File: config.mk
export PLATFORM = sky130hd
export DESIGN_NAME = mmhi_ctrl
export DESIGN_NICKNAME = d
export VERILOG_FILES = /design/src/rtl/mmhi_pkg.sv /design/src/rtl/mmhi_ctrl.sv
export VERILOG_INCLUDE_DIRS = /design/src /design/src/rtl
export SDC_FILE = /design/constraint.sdc
export NUM_CORES = 1
export LEC_CHECK = 0
export BUFFER_PORTS_ARGS = -buffer_cell sky130_fd_sc_hd__buf_2
export CAP_MARGIN = 30
export CORE_UTILIZATION = 48
export CTS_CLUSTER_SIZE = 24
export DETAILED_ROUTE_END_ITERATION = 16
export PLACE_DENSITY = 0.78
export SLEW_MARGIN = 20
export SYNTH_ARGS = -nofsm -noshare
export SYNTH_HDL_FRONTEND = slang
export SYNTH_SLANG_ARGS = --single-unit
File: constraint.sdc
create_clock -name clk -period 2.6 [get_ports clk]
set_input_delay 0.52 -clock clk [delete_from_list [all_inputs] [get_ports clk]]
set_output_delay 0.52 -clock clk [all_outputs]
set_load 0.01 [all_outputs]
File: src/rtl/min_max_heap_insert_assert.svh
// Assertion macros used by the min-max heap insert controller.
`ifndef MIN_MAX_HEAP_INSERT_ASSERT_SVH
`define MIN_MAX_HEAP_INSERT_ASSERT_SVH

// Same-cycle implication, clocked on clk and disabled during reset.
`define MMHI_ASSERT_NOW(lbl, ante, cons, msg) \
    lbl: assert property (@(posedge clk) disable iff (!rst_n) (ante) |-> (cons)) \
        else $error(msg);

// Next-cycle implication, clocked on clk and disabled during reset.
`define MMHI_ASSERT_NEXT(lbl, ante, cons, msg) \
    lbl: assert property (@(posedge clk) disable iff (!rst_n) (ante) |=> (cons)) \
        else $error(msg);

`endif

File: src/rtl/mmhi_pkg.sv
// Package with the types, constants and helper functions of the min-max heap insert block.
`timescale 1ns / 1ps
`default_nettype none

package mmhi_pkg;

    localparam int CAPACITY  = 1024;
    localparam int KEY_BITS  = 20;
    localparam int ADDR_BITS = $clog2(CAPACITY);
    localparam int CNT_BITS  = $clog2(CAPACITY + 1);
    localparam int LVL_BITS  = $clog2(CNT_BITS);

    localparam int CMD_BITS       = 2;
    localparam int STATUS_BITS    = 2;
    localparam int KEY_FIELD_BITS = 20;
    localparam int ID_FIELD_BITS  = 11;
    localparam int IN_TDATA_BITS  = 24;
    localparam int OUT_FIELD_BITS = 3 * (ID_FIELD_BITS + KEY_FIELD_BITS);
    localparam int OUT_TDATA_BITS = ((OUT_FIELD_BITS + 7) / 8) * 8;
    localparam int OUT_PAD_BITS   = OUT_TDATA_BITS - OUT_FIELD_BITS;

    localparam logic [CMD_BITS-1:0] CMD_CLEAR  = 2'd0;
    localparam logic [CMD_BITS-1:0] CMD_INSERT = 2'd1;

    localparam logic [STATUS_BITS-1:0] STATUS_OK    = 2'd0;
    localparam logic [STATUS_BITS-1:0] STATUS_FULL  = 2'd1;
    localparam logic [STATUS_BITS-1:0] STATUS_EMPTY = 2'd2;

    typedef struct packed {
        logic [CNT_BITS-1:0] id;
        logic [KEY_BITS-1:0] key;
    } entry_t;

    localparam int ENTRY_BITS = $bits(entry_t);

    typedef enum logic [2:0] {
        ADDR_ROOT  = 3'd0,
        ADDR_PAR   = 3'd1,
        ADDR_GRAND = 3'd2,
        ADDR_LAST  = 3'd3,
        ADDR_LEFT  = 3'd4
    } addr_sel_t;

    typedef struct packed {
        logic      load_in;
        logic      clear_cnt;
        logic      inc_cnt;
        logic      mark_full;
        logic      wr_en;
        logic      wsel_new;
        addr_sel_t addr_sel;
        logic      hole_par;
        logic      hole_grand;
        logic      set_dir;
        logic      cap_root;
        logic      cap_last;
        logic      cap_left;
        logic      load_out;
    } dp_ctrl_t;

    typedef struct packed {
        logic full;
        logic hole_zero;
        logic hole_small;
        logic swap;
        logic move;
    } dp_stat_t;

    // Index of the highest set bit.
    function automatic logic [LVL_BITS-1:0] msb_index(input logic [CNT_BITS-1:0] v);
        logic [LVL_BITS-1:0] idx;
        idx = '0;
        for (int i = 0; i < CNT_BITS; i++)
        begin
            if (v[i])
            begin
                idx = LVL_BITS'(i);
            end
        end
        return idx;
    endfunction

    // Even tree depths, the root's included, are min levels.
    function automatic logic on_min_level(input logic [ADDR_BITS-1:0] pos);
        logic [LVL_BITS-1:0] depth;
        depth = msb_index(CNT_BITS'(pos) + CNT_BITS'(1));
        return ~depth[0];
    endfunction

    function automatic logic [ADDR_BITS-1:0] parent_of(input logic [ADDR_BITS-1:0] pos);
        return (pos - ADDR_BITS'(1)) >> 1;
    endfunction

endpackage

`default_nettype wire

File: src/rtl/mmhi_ctrl.sv
// Controller state machine of the min-max heap insert block.
`timescale 1ns / 1ps
`default_nettype none

`include "min_max_heap_insert_assert.svh"

module mmhi_ctrl
    import mmhi_pkg::*;
(
    input  wire logic                clk,
    input  wire logic                rst_n,
    input  wire logic                s_tvalid,
    output logic                     s_tready,
    input  wire logic [CMD_BITS-1:0] cmd,
    output logic                     m_tvalid,
    input  wire logic                m_tready,
    output dp_ctrl_t                 ctrl,
    input  wire dp_stat_t            stat
);

    typedef enum logic [9:0] {
        S_IDLE      = 10'b00_0000_0001,
        S_PAR_REQ   = 10'b00_0000_0010,
        S_PAR_CMP   = 10'b00_0000_0100,
        S_CLIMB_REQ = 10'b00_0000_1000,
        S_CLIMB_CMP = 10'b00_0001_0000,
        S_RD_ROOT   = 10'b00_0010_0000,
        S_RD_LAST   = 10'b00_0100_0000,
        S_RD_LEFT   = 10'b00_1000_0000,
        S_CAP_LEFT  = 10'b01_0000_0000,
        S_DONE      = 10'b10_0000_0000
    } state_t;

    state_t state_reg, state_next;
    logic   out_valid_reg, out_valid_next;

    always_comb
    begin
        state_next = state_reg;
        ctrl       = '0;
        ctrl.addr_sel = ADDR_ROOT;
        unique case (state_reg)
            S_IDLE:
            begin
                if (s_tvalid)
                begin
                    ctrl.load_in = 1'b1;
                    if (cmd == CMD_CLEAR)
                    begin
                        ctrl.clear_cnt = 1'b1;
                        state_next     = S_DONE;
                    end
                    else if ((cmd == CMD_INSERT) && !stat.full)
                    begin
                        ctrl.inc_cnt = 1'b1;
                        state_next   = S_PAR_REQ;
                    end
                    else
                    begin
                        ctrl.mark_full = (cmd == CMD_INSERT);
                        state_next     = S_RD_ROOT;
                    end
                end
            end
            S_PAR_REQ:
            begin
                if (stat.hole_zero)
                begin
                    ctrl.wr_en    = 1'b1;
                    ctrl.wsel_new = 1'b1;
                    state_next    = S_RD_ROOT;
                end
                else
                begin
                    ctrl.addr_sel = ADDR_PAR;
                    state_next    = S_PAR_CMP;
                end
            end
            S_PAR_CMP:
            begin
                // On a swap the parent moves down into the hole, and the climb turns to the other levels.
                ctrl.addr_sel = ADDR_PAR;
                ctrl.set_dir  = 1'b1;
                if (stat.swap)
                begin
                    ctrl.wr_en    = 1'b1;
                    ctrl.hole_par = 1'b1;
                end
                state_next = S_CLIMB_REQ;
            end
            S_CLIMB_REQ:
            begin
                if (stat.hole_small)
                begin
                    ctrl.wr_en    = 1'b1;
                    ctrl.wsel_new = 1'b1;
                    state_next    = S_RD_ROOT;
                end
                else
                begin
                    ctrl.addr_sel = ADDR_GRAND;
                    state_next    = S_CLIMB_CMP;
                end
            end
            S_CLIMB_CMP:
            begin
                ctrl.addr_sel = ADDR_GRAND;
                ctrl.wr_en    = 1'b1;
                if (stat.move)
                begin
                    ctrl.hole_grand = 1'b1;
                    state_next      = S_CLIMB_REQ;
                end
                else
                begin
                    ctrl.wsel_new = 1'b1;
                    state_next    = S_RD_ROOT;
                end
            end
            S_RD_ROOT:
            begin
                ctrl.addr_sel = ADDR_ROOT;
                state_next    = S_RD_LAST;
            end
            S_RD_LAST:
            begin
                ctrl.addr_sel = ADDR_LAST;
                ctrl.cap_root = 1'b1;
                state_next    = S_RD_LEFT;
            end
            S_RD_LEFT:
            begin
                ctrl.addr_sel = ADDR_LEFT;
                ctrl.cap_last = 1'b1;
                state_next    = S_CAP_LEFT;
            end
            S_CAP_LEFT:
            begin
                ctrl.cap_left = 1'b1;
                state_next    = S_DONE;
            end
            S_DONE:
            begin
                if (!out_valid_reg || m_tready)
                begin
                    ctrl.load_out = 1'b1;
                    state_next    = S_IDLE;
                end
            end
            default:
            begin
                state_next = S_IDLE;
            end
        endcase
    end

    always_comb
    begin
        out_valid_next = out_valid_reg;
        if (ctrl.load_out)
        begin
            out_valid_next = 1'b1;
        end
        else if (m_tready)
        begin
            out_valid_next = 1'b0;
        end
    end

    always_ff @(posedge clk or negedge rst_n)
    begin
        if (!rst_n)
        begin
            state_reg     <= S_IDLE;
            out_valid_reg <= 1'b0;
        end
        else
        begin
            state_reg     <= state_next;
            out_valid_reg <= out_valid_next;
        end
    end

    assign s_tready = (state_reg == S_IDLE);
    assign m_tvalid = out_valid_reg;

    `MMHI_ASSERT_NOW(a_no_overwrite, ctrl.load_out, (!out_valid_reg || m_tready), "result beat overwritten before it was taken")
    `MMHI_ASSERT_NEXT(a_busy_after_accept, (s_tvalid && s_tready), (state_reg != S_IDLE), "block still idle after an accepted beat")
    `MMHI_ASSERT_NOW(a_write_states, ctrl.wr_en, (state_reg == S_PAR_REQ || state_reg == S_PAR_CMP || state_reg == S_CLIMB_REQ || state_reg == S_CLIMB_CMP), "heap write outside the insert states")
    `MMHI_ASSERT_NEXT(a_result_follows_done, ctrl.load_out, m_tvalid, "result not presented after load")

endmodule

`default_nettype wire

=== After elaboration in Yosys (flattened, before gate mapping) ===
Cells that the tools add are included.

* Bits in registers: 11
* Input port bits: 11
* Output and inout bits: 18
* Word-level logic and storage cells: 56

* Equal/unequal tests: 13
* Mux-type cells: 34
* Reductions and logical operators: 7

{| class="wikitable"
|+ Operators by type and width
! operator !! number
|-
| 10-bit case mux with 10 select lines || 1
|-
| 10-bit two-way mux || 3
|-
| 6-bit two-way mux || 4
|-
| 3-bit case mux with 6 select lines || 1
|-
| 1-bit two-way mux || 17
|-
| 10-bit by 1-bit == test with 1-bit output, second input constant || 1
|-
| 10-bit == test, second input constant || 1
|-
| 10-bit by 2-bit == test with 1-bit output, second input constant || 1
|-
| 10-bit by 3-bit == test with 1-bit output, second input constant || 1
|-
| 10-bit by 4-bit == test with 1-bit output, second input constant || 1
|-
| 10-bit by 5-bit == test with 1-bit output, second input constant || 1
|-
| 10-bit by 6-bit == test with 1-bit output, second input constant || 1
|-
| 10-bit by 7-bit == test with 1-bit output, second input constant || 1
|-
| 10-bit by 8-bit == test with 1-bit output, second input constant || 1
|-
| 10-bit by 9-bit == test with 1-bit output, second input constant || 1
|-
| 2-bit two-way mux || 4
|-
| 4-bit two-way mux || 2
|-
| 2-bit != test, second input constant || 2
|-
| 1-bit case mux with 4 select lines || 1
|-
| 1-bit case mux with 3 select lines || 1
|-
| 2-bit by 1-bit == test with 1-bit output, second input constant || 1
|-
| 1-bit zero test || 2
|-
| 2-bit zero test || 1
|-
| 2-bit AND reduction || 1
|-
| other kinds (3) || 3
|}

=== Logic depth before layout (Yosys ltp) ===
Gate-level depths: netlist of run 1.

* Word-level depth: 6
* Mapped depth: 6
* Gate-level depth less buffers: 5

=== Worst setup path before layout of run 1 ===
Ideal clock, no wire load.

* Path type: register to output
* Start point: register state_reg[5]
* End point: output ctrl[13] in the netlist's numbering
* Arrival: 1.766 ns
* Data required time: 2.080 ns
* Path slack: 0.314 ns
* Cell stages (with the launch flop): 7
* Cell sequence: dfrtp_1 -> buf_6 -> nor4_4 -> nand2_2 -> nor3b_4 -> nand3b_2 -> nor3b_1

{| class="wikitable"
|+ RTL lines
! element !! line !! RTL
|-
| start: declaration || mmhi_ctrl.sv:34 || <nowiki>state_t state_reg, state_next;</nowiki>
|-
| start signal: assignment || mmhi_ctrl.sv:179 || <nowiki>state_reg <= state_next;</nowiki>
|-
| end: declaration || mmhi_ctrl.sv:17 || <nowiki>output dp_ctrl_t ctrl,</nowiki>
|}

==> impl_metrics.toml, run 1 <==
[setup_path]
critical_path.n_buffers_inverters = 1
critical_path_max_stage_delay_ns = 0.45
crit_path_cell_trace = "nor4_4 > nor3b_4 > nor3b_4 > and4_1 > buf_2"
setup.worst_path.end_class = "output pin"
worst_r2r_endpoint = "state_reg[5]$_DFFE_PN0P_"
r2r_slack_ns = 0.81
timing.critical_path.arrival_ns = 2.01
cp_top_family = "simple AND/OR/NAND/NOR gates"
start_kind = "flip-flop"
crit_path_top_delay_cell = "dfrtp_2"
worst_path_most_repeated_cell = "nor3b_4"
cp.required_ns = 2.08
worst-r2r-cell-count = 5
timing_worst_setup_path_type = "flip-flop to output pin"
reg2reg_from = "state_reg[3]$_DFFE_PN0P_"
critical_path_peak_fanout = 4

[sta]
slew-limit-headroom_pct = 76.0
fmax_ghz = 0.395
max_slew.worst_pin.slew_ns = 0.357
timing.final.crit_share_pct = 97.3
timing.final.crit_period_ns = 2.53
setup_ws_ns = 0.0704
setup_tns_ns = 0
final-hold-violation-count = 0
fin_worst_hold_slack_ns = 0.106
fin_worst_skew_ns = 0.000849
maxSlewViolCount = 0
finalSetupViolCount = 0

[die]
starting_density_pct = 52.6
core_area_um2 = 1560
height_of_the_die_um = 43.4
fp.dieW_um = 43.4
ioPinCount = 29
total_die_area_um2 = 1880
core.rowCount = 14

[final_layout]
largest_register_ff_count = 10
area.growth.synth_to_final_pct = 33.5
layout.cells.non_filler = 139
most-common-layout-cells = "28 x buf_2, 11 x buf_4, 9 x nand2_1, 7 x dfrtp_1"
fraction_of_layout_instances_using_a_drive_strength_above_1_pct = 47.2
final_cell_area_um2 = 1100
nets = 135
layout.core_utilization_pct = 70.3
final_common_cell = "buf_2"
antennaDiodeCount = 0

[cts]
cts_made_buffers = 3
clk_path_buf_depth = 2
cts-root-buf = "clkbuf_4"
cts_tree = "built"
cts_max_level = 1
clkLatencyLatePin_ns = 0.28
clock_net_sink_count = 11
cts.clk_slew.worst_paths_ns = 0.08

[yosys]
sequential_cell_area_fraction_in_the_yosys_report_pct = 33.7
fraction_of_synthesized_cell_area_taken_by_the_top_area_cell_type_pct = 30.5
synth.avg_cell_area_um2 = 9.77
synth.largest_area_cell = "dfrtp_1"
synthCells = 84
mappedNetlistNets = 95
area_of_the_mapped_netlist_um2 = 821
yosys_warnings = 0
synthTopCellsByArea = "dfrtp_1 30%, nor3b_4 6.9%, nor3b_1 5.5%, nor4_4 5.2%, and4b_1 4.9%"
synth_seq_cells = 11
number_of_library_cell_types_mapped_by_synthesis = 38

[global_route]
global_route.usage.met1_pct = 35.4
gr_util_met2_pct = 41.2
first_global_vias = 733
globalRoute.totalOverflow = 0
global_route.usage.total_pct = 26.0
grt_pass1_wl_mm = 3.55
grt_antenna_before_repair = 0
globalRoute.busiestLayer = "met2"
globalRouteMet3Util_pct = 3.75
grt_max_degree = 12

[power]
power.density_nw_per_um2 = 839
leakagePower_nw = 0.551
p_total_uw = 920
vdd_ir_drop_max_v = 0.000398

[job]
drv_cap = 0

[route]
postRouteWirelength_mm = 2.19
detail_route.vias_per_cell = 5.86
dr.pass1.iters = 10
drt_iter0_markers = 20
detail_route.drc_violations = 2
detailroute.via_count = 815
average_wire_length_per_cell_after_detail_routing_um = 15.7
ant_nets = 0

[place]
postPlaceCellArea_um2 = 983
pre_cts_slack_ns = 0.235
place.detailed.hpwl_mm = 1.56
placement.io_buffers = 28
gp_routability_congestion = 0.754
placed_cells_incl_taps = 128

[outcome]
violated_checks = "design-rule violations"
outcome = "finished with violations"

[min_path]
timing.hold.worst.class = "primary input to async pin"
cell usage after synthesis (all sizes together):
| cell type | number |
|---|---|
| a32oi | 1 |
| inv | 2 |
| nor3 | 1 |
| and4b | 4 |
| o2bb2ai | 2 |
| xnor2 | 4 |
| nand2b | 2 |
| and2 | 3 |
| dfstp | 1 |
| nor3b | 9 |
| a31oi | 1 |
| and3b | 1 |
| or3 | 1 |
| xor2 | 1 |
| nand3 | 1 |
| clkbuf | 1 |
| nor2 | 5 |
| nand4b | 1 |
| and4 | 1 |
| o22ai | 2 |
| or2 | 1 |
| o21a | 1 |
| nor4 | 4 |
| buf | 3 |
| nor2b | 1 |
| nand3b | 3 |
| a21oi | 1 |
| o21ai | 3 |
| nand2 | 10 |
| dfrtp | 10 |
| o21bai | 1 |
| nor4b | 2 |
kinds of logic after synthesis:
kind of cell           count (synthesis)  synth area share (%)
AND/OR/NAND/NOR                       50                  47.0
AO/OA/AOI/OAI                         12                  9.76
flip-flops                            11                  33.7
buffers and inverters                  6                  4.27
XOR/XNOR                               5                  5.34
per-layer routing:
metal,wire length [µm],vias to the layer above,part of all wire [%]
met4,37,0,1.7
met3,79,5,3.6
li1,-,391,-
met2,1100,24,50
met5,0,-,0
met1,966,395,44
layout make-up:
| cell class | count | area [µm²] |
|---|---|---|
| sequential | 11 | 280 |
| timing repair buffer | 39 | 223 |
| tap | 16 | 20.0 |
| inverter | 2 | 7.51 |
| clock buffer | 4 | 26.3 |
| multi-input combinational | 67 | 539 |
| fill | 123 | 463 |
how the worst max path moves through the flow:
stage / to / start / slack (ns) / depth (start not counted)
after global routing: ctrl[13] / state_reg[5]$_DFFE_PN0P_ / -0.02 / 6
after floorplan: ctrl[13] / state_reg[5]$_DFFE_PN0P_ / 0.31 / 6
after detailed placement: ctrl[7] / state_reg[1]$_DFFE_PN0P_ / 0.24 / 6
after global placement: ctrl[7] / state_reg[1]$_DFFE_PN0P_ / 0.32 / 6
after CTS: ctrl[7] / state_reg[1]$_DFFE_PN0P_ / 0.01 / 6
final: ctrl[5] / state_reg[3]$_DFFE_PN0P_ / 0.07 / 5
power by group:
group | total (mW) | switching [mW] | internal, mW
combinational | 0.529 | 0.255 | 0.274
clock | 0.127 | 0.0671 | 0.0596
sequential | 0.264 | 0.0585 | 0.206
timing repair:
item | CTS | global route
buffers inserted | 3 | 4
endpoints found under the setup margin | 6 | 7
gates resized for setup | 3 | 5
pin swaps | 1 | 2
hold buffers | 0 | 0
gates cloned | 0 | 0
(Power assumes the default switching activity.)
==> run 2: changes to the inputs <==
- GPL_TIMING_DRIVEN: unset -> 0
==> run 2 against run 1 <==
  * The flow still finishes with violations (design-rule violations)
  * Clock-buffer cell count unchanged
  * Clock skew rose by 0.0029 ns
  * Combinational power up 9.6%
  * Maximum frequency is 2.6% lower
==> impl_metrics.toml, run 2 (synthesized netlist as in run 1, its figures left out) <==
[route]
detail_route.drc_violations = 2
detailroute.via_count = 844
average_wire_length_per_cell_after_detail_routing_um = 16.1
dr.pass1.iters = 10
ant_nets = 0
drt_iter0_markers = 20
detail_route.vias_per_cell = 5.90
postRouteWirelength_mm = 2.30

[sta]
maxSlewViolCount = 0
grt_setup_unrepaired = "yes"
max_slew.worst_pin.slew_ns = 0.437
timing.final.crit_share_pct = 99.9
setup_ws_ns = 0.00388
final-hold-violation-count = 0
timing.final.crit_period_ns = 2.60
fmax_ghz = 0.385
fin_worst_hold_slack_ns = 0.113
fin_worst_skew_ns = 0.00372
slew-limit-headroom_pct = 70.6
finalSetupViolCount = 0

[power]
vdd_ir_drop_max_v = 0.000447
p_comb_share_pct = 61.0
seq_power_share_pct = 26.4
power_switching_share_pct = 41.9
power.density_nw_per_um2 = 857
power.share.clock_pct = 12.7
switching_power_uw = 398
leakagePower_nw = 0.570
power_report.internal_total_uw = 552

[final_layout]
fraction_of_layout_instances_using_a_drive_strength_above_1_pct = 45.7
final_common_cell = "buf_2"
nets = 139
largest_register_ff_count = 10
antennaDiodeCount = 0
layout.cells.non_filler = 143
most-common-layout-cells = "29 x buf_2, 12 x buf_4, 9 x nand2_1, 8 x dfrtp_1"
area.growth.synth_to_final_pct = 35.2

[cts]
clock_net_sink_count = 11
cts-root-buf = "clkbuf_4"
cts_max_level = 1
clk_path_buf_depth = 2
cts.hold.buffers_added = 0
clkLatencyLatePin_ns = 0.27
cts.clk_slew.worst_paths_ns = 0.08
cts_tree = "built"
cts_made_buffers = 3

[setup_path]
worst_setup_path_startpoint = "state_reg[3]$_DFFE_PN0P_"
setup.worst_path.end_class = "output pin"
timing_worst_setup_path_type = "flip-flop to output pin"
timing.critical_path.arrival_ns = 2.08
critical_path_peak_fanout = 4
reg2reg_from = "state_reg[8]$_DFFE_PN0P_"
worst_r2r_endpoint = "state_reg[0]$_DFFE_PN1P_"
start_kind = "flip-flop"
cp.required_ns = 2.08
r2r_slack_ns = 0.74
worst-r2r-cell-count = 6

[global_route]
globalRoute.totalOverflow = 0
grt_max_degree = 12
first_global_vias = 756
grt_antenna_before_repair = 0
grt_pass1_wl_mm = 3.38
global_route.usage.total_pct = 24.3

[die]
fp.dieW_um = 43.4
starting_density_pct = 52.6
core.rowCount = 14
height_of_the_die_um = 43.4
ioPinCount = 29
core_area_um2 = 1560
total_die_area_um2 = 1880

[place]
gp_routability_congestion = 0.759
place.detailed.hpwl_mm = 1.47
placed_cells_incl_taps = 128
pre_cts_slack_ns = 0.217
placement.io_buffers = 28

[outcome]
violated_checks = "design-rule violations"
outcome = "finished with violations"

[min_path]
timing.hold.worst.class = "primary input to async pin"

[job]
drv_cap = 0
-- run 2: cell type report --
type	count	area, µm²
flip-flops and latches	11	279
clock buffers	4	26.3
well taps	16	20.0
plain buffers	4	27.5
fillers	129	449
repair buffers	39	223
multi-input cells	67	527
inverters	2	7.51
-- run 2: worst max-delay path, cell delays in order, from the launching register on --
cell and delay (ns):
dfrtp_2 0.47, nor4_4 0.31, nor3b_4 0.32, nand2_1 0.16, nor3b_1 0.29, or3_1 0.14, buf_2 0.12
-- run 2: stage by stage --
step | total power, mW | TNS (ns) | area (µm²) | util, %
6_report | 0.951 | 0 | 1110 | 71.2
3_3_place_gp | 0.694 | 0 | 981 | 62.9
2_1_floorplan | 0.595 | 0 | 821 | -
3_5_place_dp | 0.712 | 0 | 981 | 62.9
4_1_cts | 0.883 | 0 | 1040 | 66.8
5_1_grt | 1.00 | -0.280 | 1110 | 71.2
-- run 2: timing repair --
action	in CTS	in global routing
pin swaps	2	1
endpoints found under the setup margin	7	10
buffers inserted	3	8
gates resized for setup	2	3
-- run 2: routing by layer --
metal | part of all wire (%) | vias up | GRT usage (%) | wire [µm]
met4 | 3.7 | 0 | 11.3 | 85
met3 | 5.9 | 10 | 3.75 | 135
met5 | 0 | - | 0 | 0
met2 | 49 | 38 | 39.4 | 1130
li1 | - | 398 | - | -
met1 | 42 | 398 | 31.8 | 957
-- run 2: how the worst max path moves through the flow --
stage / cells past startpoint / endpoint
2_1_floorplan: 6 / ctrl[13]
3_3_place_gp: 6 / ctrl[7]
3_5_place_dp: 5 / ctrl[5]
4_1_cts: 5 / ctrl[5]
5_1_grt: 6 / ctrl[7]
6_report: 6 / ctrl[7]
-- run 2: power by group through the flow --
stage,clock [mW],sequential [mW],combinational (mW)
2_1_floorplan,0,0.242,0.353
3_3_place_gp,0,0.245,0.449
3_5_place_dp,0,0.249,0.463
4_1_cts,0.120,0.247,0.516
5_1_grt,0.125,0.253,0.624
6_report,0.121,0.251,0.580
